--- src/sv/rowpart_pkg.sv ---
// shared types and constants for the row-aligned nonzero partitioner
// no dependencies

package rowpart_pkg;

   localparam int DEF_MAX_PARTS  = 64;
   localparam int DEF_INDEX_BITS = 32;
   localparam int DEF_COUNT_BITS = 32;

   localparam int NUM_PARTS_BITS  = 7;
   localparam int TARGET_BITS     = 32;
   localparam int CSR_INDEX_BITS  = 1;
   localparam int CSR_DATA_BITS   = 32;
   localparam int QUEUE_DEPTH     = 4;

   localparam logic [NUM_PARTS_BITS-1:0] NUM_PARTS_RESET = NUM_PARTS_BITS'(1);
   localparam logic [TARGET_BITS-1:0]    TARGET_RESET    = '0;

   localparam logic [CSR_INDEX_BITS-1:0] CSR_NUM_PARTS  = 1'b0;
   localparam logic [CSR_INDEX_BITS-1:0] CSR_TARGET_NNZ = 1'b1;

   typedef enum logic [1:0] {
      KIND_NONE,
      KIND_FIRST,
      KIND_SAME,
      KIND_NEWROW
   } kind_type;

   typedef struct packed {
      kind_type kind;
      logic     last;
      logic     err;
   } entry_type;

endpackage

--- src/sv/rowpart_fifo.sv ---
// small register queue, one push and one pop per cycle
// depends on rowpart_pkg for the depth

module rowpart_fifo
   import rowpart_pkg::*;
#(
   parameter int W = 4
) (
   input  logic         clock,
   input  logic         reset,
   input  logic         push,
   input  logic [W-1:0] push_data,
   output logic         full,
   input  logic         pop,
   output logic [W-1:0] pop_data,
   output logic         empty
);

   localparam int PTR_BITS = $clog2(QUEUE_DEPTH);
   localparam int CNT_BITS = PTR_BITS + 1;

   logic [W-1:0]        mem_ff [QUEUE_DEPTH];
   logic [PTR_BITS-1:0] wr_ff, wr_in, rd_ff, rd_in;
   logic [CNT_BITS-1:0] count_ff, count_in;

   assign full     = (count_ff == CNT_BITS'(QUEUE_DEPTH));
   assign empty    = (count_ff == '0);
   assign pop_data = mem_ff[rd_ff];

   always_comb begin
      wr_in    = push ? wr_ff + PTR_BITS'(1) : wr_ff;
      rd_in    = pop ? rd_ff + PTR_BITS'(1) : rd_ff;
      count_in = count_ff + CNT_BITS'(push) - CNT_BITS'(pop);
   end

   always_ff @(posedge clock) begin
      if (reset) begin
         wr_ff    <= '0;
         rd_ff    <= '0;
         count_ff <= '0;
      end else begin
         wr_ff    <= wr_in;
         rd_ff    <= rd_in;
         count_ff <= count_in;
      end
   end

   always_ff @(posedge clock) begin
      if (push) begin
         mem_ff[wr_ff] <= push_data;
      end
   end

endmodule

--- src/sv/rowpart_rspq.sv ---
// result queue, takes up to two results per cycle and gives one
// depends on rowpart_pkg for the depth

module rowpart_rspq
   import rowpart_pkg::*;
#(
   parameter int W = 8
) (
   input  logic         clock,
   input  logic         reset,
   input  logic         push0,
   input  logic [W-1:0] push0_data,
   input  logic         push1,
   input  logic [W-1:0] push1_data,
   output logic         room2,
   input  logic         pop,
   output logic [W-1:0] pop_data,
   output logic         valid
);

   localparam int PTR_BITS = $clog2(QUEUE_DEPTH);
   localparam int CNT_BITS = PTR_BITS + 1;

   logic [W-1:0]        mem_ff [QUEUE_DEPTH];
   logic [PTR_BITS-1:0] wr_ff, wr_in, rd_ff, rd_in, wr_next;
   logic [CNT_BITS-1:0] count_ff, count_in;

   assign room2    = (count_ff <= CNT_BITS'(QUEUE_DEPTH - 2));
   assign valid    = (count_ff != '0);
   assign pop_data = mem_ff[rd_ff];
   assign wr_next  = wr_ff + PTR_BITS'(1);

   always_comb begin
      wr_in    = wr_ff + PTR_BITS'(push0) + PTR_BITS'(push1);
      rd_in    = pop ? rd_ff + PTR_BITS'(1) : rd_ff;
      count_in = count_ff + CNT_BITS'(push0) + CNT_BITS'(push1) - CNT_BITS'(pop);
   end

   always_ff @(posedge clock) begin
      if (reset) begin
         wr_ff    <= '0;
         rd_ff    <= '0;
         count_ff <= '0;
      end else begin
         wr_ff    <= wr_in;
         rd_ff    <= rd_in;
         count_ff <= count_in;
      end
   end

   always_ff @(posedge clock) begin
      if (push0) begin
         mem_ff[wr_ff] <= push0_data;
      end
      if (push1) begin
         mem_ff[wr_next] <= push1_data;
      end
   end

endmodule

--- src/sv/rowpart_front.sv ---
// front end: compares each row index with the previous one and classifies it
// depends on rowpart_pkg for the entry type

module rowpart_front
   import rowpart_pkg::*;
#(
   parameter int INDEX_BITS = DEF_INDEX_BITS
) (
   input  logic                  clock,
   input  logic                  reset,
   input  logic                  accept,
   input  logic [INDEX_BITS-1:0] row,
   input  logic                  last,
   output entry_type             entry
);

   logic [INDEX_BITS-1:0] prev_ff, prev_in;
   logic                  seen_ff, seen_in;
   logic                  err_ff, err_in;
   kind_type              kind;

   always_comb begin
      prev_in = prev_ff;
      seen_in = seen_ff;
      err_in  = err_ff;
      kind    = KIND_NONE;
      if (!err_ff) begin
         if (!seen_ff) begin
            kind    = KIND_FIRST;
            seen_in = 1'b1;
            prev_in = row;
         end else if (row == prev_ff) begin
            kind = KIND_SAME;
         end else if (row > prev_ff) begin
            kind    = KIND_NEWROW;
            prev_in = row;
         end else begin
            err_in = 1'b1;
         end
      end
      entry.kind = kind;
      entry.last = last;
      entry.err  = err_in;
      if (last) begin
         prev_in = '0;
         seen_in = 1'b0;
         err_in  = 1'b0;
      end
   end

   always_ff @(posedge clock) begin
      if (reset) begin
         prev_ff <= '0;
         seen_ff <= 1'b0;
         err_ff  <= 1'b0;
      end else if (accept) begin
         prev_ff <= prev_in;
         seen_ff <= seen_in;
         err_ff  <= err_in;
      end
   end

endmodule

--- src/sv/rowpart_back.sv ---
// back end: keeps the open partition's counts, closes and flushes partitions
// depends on rowpart_pkg for the entry type and register widths

module rowpart_back
   import rowpart_pkg::*;
#(
   parameter int MAX_PARTS  = DEF_MAX_PARTS,
   parameter int COUNT_BITS = DEF_COUNT_BITS,
   parameter int PART_BITS  = (MAX_PARTS > 1) ? $clog2(MAX_PARTS) : 1,
   parameter int RES_BITS   = PART_BITS + 2 * COUNT_BITS + 2
) (
   input  logic                      clock,
   input  logic                      reset,
   input  logic                      pop,
   input  entry_type                 entry,
   input  logic [NUM_PARTS_BITS-1:0] num_parts,
   input  logic [TARGET_BITS-1:0]    target_nnz,
   output logic                      push0,
   output logic [RES_BITS-1:0]       push0_data,
   output logic                      push1,
   output logic [RES_BITS-1:0]       push1_data
);

   localparam int LIM_BITS = (PART_BITS + 1 > NUM_PARTS_BITS) ? PART_BITS + 1 : NUM_PARTS_BITS;
   localparam int CMP_BITS = (COUNT_BITS > TARGET_BITS) ? COUNT_BITS : TARGET_BITS;

   logic [PART_BITS-1:0]  part_ff, part_in, part_upd;
   logic [COUNT_BITS-1:0] nnz_ff, nnz_in, nnz_upd, nnz_inc;
   logic [COUNT_BITS-1:0] rows_ff, rows_in, rows_upd, rows_inc;
   logic [LIM_BITS-1:0]   np_ext, limit, part_next;
   logic                  below_target, at_limit, close;
   logic [RES_BITS-1:0]   res_close, res_final;

   always_comb begin
      np_ext = LIM_BITS'(num_parts);
      if (np_ext == '0) begin
         limit = LIM_BITS'(1);
      end else if (np_ext > LIM_BITS'(MAX_PARTS)) begin
         limit = LIM_BITS'(MAX_PARTS);
      end else begin
         limit = np_ext;
      end
      part_next    = LIM_BITS'(part_ff) + LIM_BITS'(1);
      at_limit     = (part_next >= limit);
      below_target = (CMP_BITS'(nnz_ff) < CMP_BITS'(target_nnz));
      nnz_inc      = (nnz_ff == '1) ? nnz_ff : nnz_ff + COUNT_BITS'(1);
      rows_inc     = (rows_ff == '1) ? rows_ff : rows_ff + COUNT_BITS'(1);

      part_upd = part_ff;
      nnz_upd  = nnz_ff;
      rows_upd = rows_ff;
      close    = 1'b0;
      case (entry.kind)
         KIND_FIRST: begin
            part_upd = '0;
            nnz_upd  = COUNT_BITS'(1);
            rows_upd = COUNT_BITS'(1);
         end
         KIND_SAME: begin
            nnz_upd = nnz_inc;
         end
         KIND_NEWROW: begin
            if (below_target || at_limit) begin
               nnz_upd  = nnz_inc;
               rows_upd = rows_inc;
            end else begin
               close    = 1'b1;
               part_upd = part_next[PART_BITS-1:0];
               nnz_upd  = COUNT_BITS'(1);
               rows_upd = COUNT_BITS'(1);
            end
         end
         default: begin
            part_upd = part_ff;
         end
      endcase

      // fields from low to high: part, nnz, rows, unsorted, final
      res_close = {1'b0, 1'b0, rows_ff, nnz_ff, part_ff};
      res_final = {1'b1, entry.err, rows_upd, nnz_upd, part_upd};

      push0      = pop && (close || entry.last);
      push0_data = close ? res_close : res_final;
      push1      = pop && close && entry.last;
      push1_data = res_final;

      part_in = entry.last ? '0 : part_upd;
      nnz_in  = entry.last ? '0 : nnz_upd;
      rows_in = entry.last ? '0 : rows_upd;
   end

   always_ff @(posedge clock) begin
      if (reset) begin
         part_ff <= '0;
         nnz_ff  <= '0;
         rows_ff <= '0;
      end else if (pop) begin
         part_ff <= part_in;
         nnz_ff  <= nnz_in;
         rows_ff <= rows_in;
      end
   end

endmodule

--- src/sv/row_aligned_nonzero_partitioner.sv ---
// Row-aligned nonzero partitioner. Takes one sorted row index per cycle and
// reports each closed partition (id, nonzero count, row count) plus a final
// report on the item marked tlast. An item passes the classifier in the front
// in its accept cycle, waits in a four-word queue, and is counted by the back;
// results go through a four-word result queue. Sustained rate is one item per
// clock while the rsp side keeps up; a stalled rsp side stops the back once the
// result queue lacks room for two words, fills the input queue and then drops
// req_tready. Results of an item that closes a partition and is also last take
// two rsp words. Depends on rowpart_pkg, rowpart_front, rowpart_fifo,
// rowpart_back, rowpart_rspq.

module row_aligned_nonzero_partitioner
   import rowpart_pkg::*;
#(
   parameter int MAX_PARTS  = DEF_MAX_PARTS,
   parameter int INDEX_BITS = DEF_INDEX_BITS,
   parameter int COUNT_BITS = DEF_COUNT_BITS,
   parameter int PART_BITS  = (MAX_PARTS > 1) ? $clog2(MAX_PARTS) : 1,
   parameter int REQ_BITS   = ((INDEX_BITS + 7) / 8) * 8,
   parameter int RSP_BITS   = ((PART_BITS + 2 * COUNT_BITS + 7) / 8) * 8
) (
   input  logic                      clock,
   input  logic                      reset,
   // input stream
   input  logic                      req_tvalid,
   output logic                      req_tready,
   input  logic [REQ_BITS-1:0]       req_tdata,  // row_index
   input  logic                      req_tlast,  // is_last
   // result stream
   output logic                      rsp_tvalid,
   input  logic                      rsp_tready,
   output logic [RSP_BITS-1:0]       rsp_tdata,  // part_id, nnz_count, row_count
   output logic                      rsp_tuser,  // unsorted
   output logic                      rsp_tlast,  // final_res
   // register writes
   input  logic                      csr_valid,
   output logic                      csr_ready,
   input  logic [CSR_INDEX_BITS-1:0] csr_index,
   input  logic [CSR_DATA_BITS-1:0]  csr_data
);

   localparam int ENTRY_BITS = $bits(entry_type);
   localparam int RES_BITS   = PART_BITS + 2 * COUNT_BITS + 2;

   logic [NUM_PARTS_BITS-1:0] num_parts_ff;
   logic [TARGET_BITS-1:0]    target_nnz_ff;

   logic                  req_accept;
   entry_type             front_entry, back_entry;
   logic [ENTRY_BITS-1:0] inq_out;
   logic                  inq_full, inq_empty, back_pop;
   logic                  push0, push1, room2, rspq_valid, rsp_pop;
   logic [RES_BITS-1:0]   push0_data, push1_data, rsp_word;

   assign csr_ready = 1'b1;

   always_ff @(posedge clock) begin
      if (reset) begin
         num_parts_ff  <= NUM_PARTS_RESET;
         target_nnz_ff <= TARGET_RESET;
      end else if (csr_valid) begin
         case (csr_index)
            CSR_NUM_PARTS:  num_parts_ff  <= csr_data[NUM_PARTS_BITS-1:0];
            CSR_TARGET_NNZ: target_nnz_ff <= csr_data[TARGET_BITS-1:0];
            default:        num_parts_ff  <= num_parts_ff;
         endcase
      end
   end

   assign req_tready = !inq_full;
   assign req_accept = req_tvalid && req_tready;

   rowpart_front #(
      .INDEX_BITS (INDEX_BITS)
   ) u_front (
      .clock  (clock),
      .reset  (reset),
      .accept (req_accept),
      .row    (req_tdata[INDEX_BITS-1:0]),
      .last   (req_tlast),
      .entry  (front_entry)
   );

   rowpart_fifo #(
      .W (ENTRY_BITS)
   ) u_inq (
      .clock     (clock),
      .reset     (reset),
      .push      (req_accept),
      .push_data (front_entry),
      .full      (inq_full),
      .pop       (back_pop),
      .pop_data  (inq_out),
      .empty     (inq_empty)
   );

   assign back_entry = entry_type'(inq_out);
   assign back_pop   = !inq_empty && room2;

   rowpart_back #(
      .MAX_PARTS  (MAX_PARTS),
      .COUNT_BITS (COUNT_BITS),
      .PART_BITS  (PART_BITS),
      .RES_BITS   (RES_BITS)
   ) u_back (
      .clock      (clock),
      .reset      (reset),
      .pop        (back_pop),
      .entry      (back_entry),
      .num_parts  (num_parts_ff),
      .target_nnz (target_nnz_ff),
      .push0      (push0),
      .push0_data (push0_data),
      .push1      (push1),
      .push1_data (push1_data)
   );

   rowpart_rspq #(
      .W (RES_BITS)
   ) u_rspq (
      .clock      (clock),
      .reset      (reset),
      .push0      (push0),
      .push0_data (push0_data),
      .push1      (push1),
      .push1_data (push1_data),
      .room2      (room2),
      .pop        (rsp_pop),
      .pop_data   (rsp_word),
      .valid      (rspq_valid)
   );

   assign rsp_tvalid = rspq_valid;
   assign rsp_pop    = rspq_valid && rsp_tready;
   assign rsp_tdata  = RSP_BITS'(rsp_word[PART_BITS+2*COUNT_BITS-1:0]);
   assign rsp_tuser  = rsp_word[RES_BITS-2];
   assign rsp_tlast  = rsp_word[RES_BITS-1];

endmodule

--- config.mk ---
export PLATFORM = sky130hd
export DESIGN_NAME = row_aligned_nonzero_partitioner
export DESIGN_NICKNAME = d
export VERILOG_FILES = /design/src/sv/rowpart_pkg.sv /design/src/sv/rowpart_fifo.sv /design/src/sv/rowpart_rspq.sv /design/src/sv/rowpart_front.sv /design/src/sv/rowpart_back.sv /design/src/sv/row_aligned_nonzero_partitioner.sv
export SDC_FILE = /design/constraint.sdc
export NUM_CORES = 1
export LEC_CHECK = 0
export BUFFER_PORTS_ARGS = -buffer_cell sky130_fd_sc_hd__buf_2
export CAP_MARGIN = 10
export CORE_MARGIN = 2
export CORE_UTILIZATION = 40
export CTS_BUF_LIST = sky130_fd_sc_hd__clkbuf_8 sky130_fd_sc_hd__clkbuf_16
export DETAILED_ROUTE_END_ITERATION = 10
export GPL_TIMING_DRIVEN = 0
export SYNTH_ARGS = -nofsm -noshare
export SYNTH_HDL_FRONTEND = slang
export SYNTH_SLANG_ARGS = --single-unit
--- constraint.sdc ---
create_clock -name clock -period 22.8 [get_ports clock]
set_input_delay 3.42 -clock clock [delete_from_list [all_inputs] [get_ports clock]]
set_output_delay 3.42 -clock clock [all_outputs]
set_load 0.005 [all_outputs]
## Word-level counts from Yosys, hierarchy flattened

Memory sizes are Yosys's and may differ from the RTL's. A register that Yosys moved wholly into a read port is not among the register bits.
Index checks and enable logic that the tools add are counted.

- Flip-flop bits (word level): 157
- Memory bits (writable): 304
- Input port bits: 71
- Output and inout port bits: 77
- Word-level logic and storage cells: 105
- Memories kept: 2

Memories:

| name | words | width | read ports | clocked after Yosys merged registers in | write ports | RTL line | RTL |
|---|---|---|---|---|---|---|---|
| u_rspq.mem_ff | 4 | 72 | 1 | 1 | 2 | rowpart_rspq.sv:24 | `logic [W-1:0] mem_ff [QUEUE_DEPTH];` |
| u_inq.mem_ff | 4 | 4 | 1 | 1 | 1 | rowpart_fifo.sv:22 | `logic [W-1:0] mem_ff [QUEUE_DEPTH];` |

- Add/subtract/negate cells: 14
- Magnitude comparators: 5
- Equal/unequal tests: 10
- Mux-type cells: 42
- Bitwise operators: 1
- Reductions and logical operators: 17

Operator list:

| operator | count |
|---|---|
| 32-bit two-way mux | 11 |
| 32-bit case mux with 3 select lines | 1 |
| 72-bit two-way mux | 1 |
| 32-bit by 1-bit adder with 32-bit output, second input constant | 2 |
| 32-bit equality test, second input constant | 2 |
| 32-bit case mux with 2 select lines | 1 |
| 32-bit equality test | 1 |
| 32-bit greater-than comparator | 1 |
| 32-bit < comparator | 1 |
| 2-bit two-way mux | 8 |
| 1-bit two-way mux | 15 |
| 7-bit two-way mux | 2 |
| 6-bit two-way mux | 2 |
| 6-bit case mux with 2 select lines | 1 |
| 3-bit by 1-bit adder with 3-bit output | 3 |
| 2-bit by 1-bit adder with 2-bit output, second input constant | 4 |
| 6-bit by 1-bit adder with 7-bit output, second input constant | 1 |
| 7-bit >= comparator | 1 |
| 7-bit greater-than comparator, second input constant | 1 |
| 7-bit zero test | 1 |
| 1-bit logical AND | 6 |
| 3-bit != test, second input constant | 2 |
| 2-bit AND reduction | 3 |
| 3-bit by 1-bit subtractor with 3-bit output | 2 |
| other kinds (12) | 16 |

## Logic depth before layout (Yosys ltp)

Gate-level depths: netlist (run 1).

- Depth after elaboration: 12
- Depth in mapped cells: 18

## By module

From an unflattened synthesis (run 1), not the netlist that was laid out.

- Cells, all modules: 2462
- Area total of the unflattened synthesis: 27819.2 µm²

By module, submodules not included:

| module | times used | cells an instance | area an instance (µm²) | sequential area each (µm²) |
|---|---|---|---|---|
| rowpart_rspq | 1 | 743 | 14652.8 | 8828.5 |
| rowpart_back | 1 | 1129 | 7492.2 | 1401.3 |
| rowpart_front | 1 | 348 | 2861.5 | 680.7 |
| row_aligned_nonzero_partitioner | 1 | 180 | 1788.0 | 780.7 |
| rowpart_fifo | 1 | 62 | 1024.7 | 660.6 |

## Worst setup path before layout (run 1)

OpenSTA, ideal clock, no wires.

- Path kind: flip-flop to flip-flop
- Start: register u_back.part_ff[0]
- End: memory u_rspq.mem_ff[1][0] (netlist name), enable pin
- Setup time: 0.609 ns
- Arrival time: 7.875 ns
- Required time: 22.191 ns
- Slack: 14.316 ns
- Cell stages (with the launch flop): 15
- Path buffers: 3
- Path through: dfxtp_1 clkbuf_1 and3_1 nand3_1 xnor2_1 ha_1 a2111oi_0 o21a_1 or2_2 o211ai_2 buf_6 buf_2 nand2_1 nand2_1 a21boi_0

RTL lines:

| item | RTL line | RTL |
|---|---|---|
| start, declared | rowpart_back.sv:27 | `logic [PART_BITS-1:0] part_ff, part_in, part_upd;` |
| start signal, assigned | rowpart_back.sv:98 | `part_ff <= part_in;` |
| end, declared | rowpart_rspq.sv:24 |  |

==> results.ini, run 1 <==
[yosys]
synth_ff_type = sky130_fd_sc_hd__edfxtp_1
synth.lib_cells_used.distinct = 98
synth-seq-cells = 465
yosysWarningCount = 0
synth_top_area_share_pct = 37.2
syn_avg_cell_area_um2 = 10.5
synth-edff-count = 300
synth_top_cells_by_area = sky130_fd_sc_hd__edfxtp_1, sky130_fd_sc_hd__dfxtp_1, sky130_fd_sc_hd__mux4_2
synth-async-reset-ratio_pct = 0
synthesis.instances = 2313
synthDominantAreaCellType = sky130_fd_sc_hd__edfxtp_1
total_standard_cell_area_after_synthesis_mm2 = 0.0242
seq_area_frac_synth_pct = 50.8

[placement]
dpl.hpwl_um = 54100
post-place-cells = 3246
place.gp.congestion = 0.936
io_buffer_count = 144
dpl-instance-area_mm2 = 0.0261

[setup_path]
r2r_startpoint = u_back.part_ff[0]
worst-setup-path-type = reg -> out
worst_ep_arrival_time_ps = 3440
endpoint_kind = output pin
critical_path.max_fanout = 10
worst_r2r_endpoint = u_rspq.mem_ff[3][14]
worst_setup_start_kind = flip-flop
worst-r2r-cell-count = 14
crit_required_ps = 19380
timing.reg2reg.setup_slack_ps = 17460

[floorplanning]
die-width_um = 250
dieArea_mm2 = 0.0625
placementRows = 90
placeable_core_region_mm2 = 0.0601
dieHeight_um = 250
num_io_pins = 148
floorplan.initialDensity_pct = 40.3

[finish]
fin_cells = 3341
layout.area.seq_mm2 = 0.0123
fin_nets = 2673
final_layout_size_suffix_gt1_share_pct = 17.6
area_used_by_multi_input_combinational_logic_mm2 = 0.0108
utilization_pct = 46.2
fillerInstances = 5710
finished_cell_area_mm2 = 0.0278
area_growth_pct = 14.6

[route]
via_per_inst = 5.78
antenna_violating_nets_post_route = 0
dr.first_iter.drc_count = 1667
detail_route.wl_per_cell_um = 22.7
routed_wl_um = 75900
num_vias = 19300
remaining_drc_errors = 0
detailedRoute.firstPassIterationCount = 5

[clock_network]
postCtsSetupBuffers = 0
clkSinkCount = 465
cts_clock_pin_slew_for_the_worst_setup_and_hold_paths_ps = 60
clock_tree.root_cell = sky130_fd_sc_hd__clkbuf_16
numCtsBuffers = 51
post_cts_resized = 0
tritoncts = built
clock_tree.buffer_depth = 3
ctsHoldBuffers = 0
cts_max_level = 2
clock_network_latency_to_the_later_pin_of_the_worst_skew_pair_ps = 600

[power_and_ir_drop]
design_power_total_mw = 2.70
power.leakage_nw = 9.87
pwr_density_cell_mw_per_mm2 = 97.2
max-vdd-ir-drop_mv = 0.0603

[sta]
report.final.slew_viol_count = 0
tightest_slew_ps = 1180
setup_repair_after_global_routing_missed_its_margin = false
timing.fmax_mhz = 146
setup_total_negative_slack_ps = 0
fin_crit_ps = 6860
finalHoldViolCount = 0
relSlewSlack_pct = 21.4
final_min_period_over_clock_period_pct = 30.1
timing.clock.skew_ps = 18.2
setup_violations = 0

[status]
outcome = complete, no violations

[global_routing]
antenna_found_initial = 1
first_pass_grt_wire_length_um = 115000
gr-usage-all-layers_pct = 24.0
grt_overflow = 0
vias_in_the_first_global_route = 19000
grt_max_degree = 52

[worst_hold_path]
min_delay_path_depth = 2
min_delay_worst_endpoint = target_nnz_ff[13]
worstHoldStart = target_nnz_ff[13]
min-delay-path-class = reg -> reg

[job]
maxCapViolations = 0

cell usage after synthesis (all sizes together), types with 24 or more instances:
cell and number:
a31oi 28, clkbuf 89, mux4 72, nor3 56, or3 42, a22o 34
and3 38, o21ai 74, nand4 36, buf 79, nor2 296, dfxtp 165
nand3 92, nand2 227, ha 81, a21oi 207, edfxtp 300, a21o 24
inv 92
report_power, final:
part	leakage (nW)	switching, mW	internal (mW)
registers	4.45	0.0285	0.989
clock network	0.871	0.340	0.470
logic	4.55	0.581	0.288
total	9.87	0.950	1.75
state kept, by name, indices dropped and copies added, names as in the netlist, named ones only:
| signal | flops |
|---|---|
| target_nnz_ff | 32 |
| u_front.seen_ff | 1 |
| u_rspq.rd_ff | 2 |
| u_front.err_ff | 1 |
| u_inq.wr_ff | 2 |
| u_rspq.count_ff | 3 |
| u_inq.count_ff | 3 |
| u_rspq.wr_ff | 2 |
| u_back.rows_ff | 32 |
| u_back.nnz_ff | 32 |
| u_rspq.mem_ff | 288 |
| u_back.part_ff | 6 |
| num_parts_ff | 7 |
| u_inq.rd_ff | 2 |
| u_front.prev_ff | 32 |
| u_inq.mem_ff | 16 |
per-layer routing:
metal | routed length, um | part of all wire (%) | global-route usage [%]
met5 | 0 | 0 | 0
met4 | 2110 | 2.8 | 6.79
met3 | 6170 | 8.1 | 4.71
met2 | 35600 | 47 | 39.5
met1 | 32000 | 42 | 32.2
cells in the final DEF, fill, tap and decap left out, types with 51 or more instances in the layout:
master and instances:
sky130_fd_sc_hd__o21ai_0 64, sky130_fd_sc_hd__buf_2 189, sky130_fd_sc_hd__a21oi_1 196, sky130_fd_sc_hd__nand3_1 90
sky130_fd_sc_hd__ha_1 81, sky130_fd_sc_hd__nor2_1 295, sky130_fd_sc_hd__clkbuf_1 85, sky130_fd_sc_hd__edfxtp_1 300
sky130_fd_sc_hd__nand2_1 220, sky130_fd_sc_hd__dfxtp_1 165, sky130_fd_sc_hd__clkbuf_16 54, sky130_fd_sc_hd__nor3_1 51
sky130_fd_sc_hd__mux4_2 72, sky130_fd_sc_hd__inv_1 106
stage by stage:
stage,setup WS [ps],hold WS (ps)
finish,15940,454
global placement,8720,446
global route,15690,471
detailed placement,16510,447
floorplan,14320,436
CTS,15870,455
critical path, cell delays in order (launching register included):
cell	delay, ps
sky130_fd_sc_hd__dfxtp_1	300
sky130_fd_sc_hd__clkbuf_1	800
sky130_fd_sc_hd__buf_1	890
sky130_fd_sc_hd__mux4_2	680
sky130_fd_sc_hd__buf_2	160
area by class of cell:
cell class / count / share of cell area (%)
Clock buffer: 61 / 5.21
Antenna cell: 1 / 0.00901
Sequential cell: 465 / 44.3
Tap cell: 782 / 3.52
Clock inverter: 33 / 0.712
Timing Repair Buffer: 150 / 3.16
Multi-Input combinational cell: 1588 / 39.0
Buffer: 168 / 2.72
Inverter: 93 / 1.26
worst max-delay path by stage:
stage                            startpoint              endpoint  slack (ps)
after floorplan           u_back.part_ff[0]   u_rspq.mem_ff[1][0]       14320
after global placement    u_back.part_ff[0]  u_rspq.mem_ff[1][14]        8720
after detailed placement      req_tdata[30]    u_front.prev_ff[0]       16510
after CTS                         flip-flop          rsp_tdata[6]       15870
after global routing              flip-flop          rsp_tdata[9]       15690
final                             flip-flop          rsp_tdata[6]       15940
cell families after synthesis:
logic type,Yosys count,synth area share [%]
and+or+nand+nor,896,17.9
AOI/OAI and AO/OA,491,13.7
DFF,465,50.8
buffers and inverters,261,4.56
muxes,98,7.87
adders and majority gates,85,4.52
xor gates and xnor gates,15,0.542
other,2,0.0310
No activity file was read; power rests on OpenSTA's default activity.
==> inputs of run 2 (changes only) <==
- ABC_AREA: unset -> 1
- clock period: 22.8 -> 6.5 ns (I/O delays scaled with it)
==> run 2 against run 1 <==
  * Non-clock buffer count shrank 2
  * Critical endpoint is now rsp_tdata[62]
  * Utilization grew 0.20 points
  * Die area grew 1.3%
  * Via count grew 9.4%
  * Sequential cell count is the same
  * First-iteration DRC count grew 6.1%
  * Worst setup slack lost 14000 ps
  * Sequential power grew to 3.6 times the previous value
  * Clock skew grew 0.95 ps
  * Highest routed layer is now met5
  * Synthesized cell count grew 29%
  * Largest power group unchanged
  * Final cell count grew 20%
==> results.ini, run 2 <==
[status]
outcome = complete, no violations

[sta]
setup_repair_after_global_routing_missed_its_margin = false
timing.clock.skew_ps = 19.1
tightest_slew_ps = 960
setup_violations = 0
setup_slack_ps = 2050
hold-worst-slack_ps = 457
timing.fmax_mhz = 225
finalHoldViolCount = 0
relSlewSlack_pct = 36.0
report.final.slew_viol_count = 0
final_min_period_over_clock_period_pct = 68.4
fin_crit_ps = 4450
setup_total_negative_slack_ps = 0

[yosys]
synth.lib_cells_used.distinct = 53
synthesis.instances = 2979
synth-async-reset-ratio_pct = 0
synth_top_area_share_pct = 36.7
yosysMostFrequentCell = sky130_fd_sc_hd__nand2_1
synth.cells.most_frequent = sky130_fd_sc_hd__nand2_1, sky130_fd_sc_hd__nor2_1, sky130_fd_sc_hd__edfxtp_1
total_standard_cell_area_after_synthesis_mm2 = 0.0245
synthDominantAreaCellType = sky130_fd_sc_hd__edfxtp_1
synth_top_cells_by_area = sky130_fd_sc_hd__edfxtp_1, sky130_fd_sc_hd__dfxtp_1, sky130_fd_sc_hd__nand2_1
synth-seq-cells = 465
yosysWarningCount = 0
syn_avg_cell_area_um2 = 8.24
synth-edff-count = 300
seq_area_frac_synth_pct = 50.2
synth_ff_type = sky130_fd_sc_hd__edfxtp_1

[setup_path]
critPathMostFrequentCell = sky130_fd_sc_hd__clkbuf_1
critical_path.max_fanout = 10
worst_ep_arrival_time_ps = 3470
worst_path_max_delay_cell = sky130_fd_sc_hd__clkbuf_1
crit_required_ps = 5520
worstPathCellList = clkbuf_1 > clkinv_1 > clkbuf_1 > clkbuf_1 > nor2_1 > o22ai_1 > buf_2
worst-setup-path-type = reg -> out
worst_setup_start_kind = flip-flop
worst-r2r-cell-count = 13
endpoint_kind = output pin
timing.critical_path.slowest_cell_delay_ps = 600

[floorplanning]
dieHeight_um = 252
floorplan.initialDensity_pct = 40.6
placeable_core_region_mm2 = 0.0605
placementRows = 90
dieArea_mm2 = 0.0633
num_io_pins = 148
die-width_um = 252

[worst_hold_path]
min_delay_path_depth = 2
min-delay-path-class = reg -> reg

[placement]
pre_cts_slack_ps = 2190
place.gp.congestion = 0.934
dpl-instance-area_mm2 = 0.0264
io_buffer_count = 144
dpl.hpwl_um = 51800

[power_and_ir_drop]
pwr_density_cell_mw_per_mm2 = 332
power.internal_mw = 5.98
max-vdd-ir-drop_mv = 0.256
p_clk_share_pct = 31.1
power_spent_charging_and_discharging_nets_mw = 3.34
power.leakage_nw = 10.0
seq_power_share_pct = 39.2
power.share.combinational_pct = 29.7
swShare_pct = 35.8

[route]
remaining_drc_errors = 0
via_per_inst = 5.27
num_vias = 21100
detail_route.wl_per_cell_um = 18.2
antenna_violating_nets_post_route = 0
routed_wl_um = 73000
detailedRoute.firstPassIterationCount = 6
dr.first_iter.drc_count = 1769

[clock_network]
cts_clock_pin_slew_for_the_worst_setup_and_hold_paths_ps = 60
clock_tree.root_cell = sky130_fd_sc_hd__clkbuf_16
cts_max_level = 2
tritoncts = built
clock_network_latency_to_the_later_pin_of_the_worst_skew_pair_ps = 610
ctsHoldBuffers = 0
post_cts_resized = 0
numCtsBuffers = 52
clock_tree.buffer_depth = 3
clkSinkCount = 465
postCtsSetupBuffers = 0

[global_routing]
antenna_found_initial = 6
vias_in_the_first_global_route = 19800
first_pass_grt_wire_length_um = 113000
gr-usage-all-layers_pct = 22.9
grt_max_degree = 59
grt_overflow = 0

[finish]
largest_register_ffs = 288
layout_common_cells = sky130_fd_sc_hd__nand2_1, sky130_fd_sc_hd__nor2_1, sky130_fd_sc_hd__edfxtp_1, sky130_fd_sc_hd__inv_1, sky130_fd_sc_hd__o21ai_0
layout_commonest_cell = sky130_fd_sc_hd__nand2_1
top_register = u_rspq.mem_ff
fin_nets = 3338
final_layout_size_suffix_gt1_share_pct = 11.2
finished_cell_area_mm2 = 0.0280
area_growth_pct = 14.3

[job]
maxCapViolations = 0

run 2: cell types whose count changed in the layout (fill, tap and decap cells not counted), sizes merged, moves of 42 or more:
cell / before / now
mux4: 72 / 0
nor2: 296 / 552
o21ai: 74 / 248
a21oi: 207 / 259
or3: 42 / 0
nand3: 92 / 178
inv: 106 / 271
nand2: 227 / 565
o22ai: 12 / 74
run 2: stage by stage:
stage / instances / power [mW] / utilization (%)
6_report: 4010 / 9.32 / 46.4
3_5_place_dp: 3910 / 6.49 / 43.6
5_1_grt: 4009 / 9.77 / 46.4
3_3_place_gp: 3906 / 6.47 / 43.4
2_1_floorplan: 2980 / 5.33 / -
4_1_cts: 4008 / 9.37 / 46.4
run 2: worst paths after layout:
| check | slack [ps] | from | to |
|---|---|---|---|
| setup / recovery | 2050 | flip-flop | rsp_tdata[62] |
| hold / removal | 460 | target_nnz_ff[6] | target_nnz_ff[6] |
| setup reg to reg | 2190 | u_back.part_ff[0] | u_rspq.mem_ff[2][11] |
| hold reg to reg | 460 | target_nnz_ff[6] | target_nnz_ff[6] |
run 2: final cells by class:
type,count,area (um^2)
buffer,168,901
clock inverter,42,300
multi-input combinational,2094,10400
sequential,465,12300
clock buffer,56,1370
fill,5989,32400
tap,782,978
timing repair buffer,148,816
antenna,2,5.00
inverter,253,962
run 2: metal layers:
| metal | vias up | GRT usage (%) | part of all wire (%) |
|---|---|---|---|
| li1 | 10400 | - | - |
| met1 | 9869 | 32.1 | 46 |
| met2 | 713 | 36.0 | 45 |
| met3 | 132 | 3.96 | 7.1 |
| met4 | 8 | 7.04 | 2.7 |
| met5 | - | 0 | 0.064 |
run 2: logic make-up after synthesis:
logic type	synth area share [%]
compound gates	13.5
fa+ha+maj	4.46
buf+inv	7.59
flops	50.2
xor+xnor	0.750
simple gates	23.5
other cells	0.0306
run 2: worst max-delay path, delay by kind of cell (launching register included):
kind,cells,cell delay (ps)
buffers and inverters,5,2090
flip-flops,1,390
AND/OR/NAND/NOR,1,220
AO/OA/AOI/OAI,1,160
run 2: power groups by stage:
| stage | clock (mW) | combinational [mW] | sequential [mW] |
|---|---|---|---|
| floorplan | 0 | 1.62 | 3.71 |
| global placement | 0 | 2.71 | 3.76 |
| detailed placement | 0 | 2.77 | 3.71 |
| CTS | 2.93 | 2.78 | 3.65 |
| global route | 3.06 | 3.02 | 3.69 |
| finish | 2.90 | 2.76 | 3.65 |
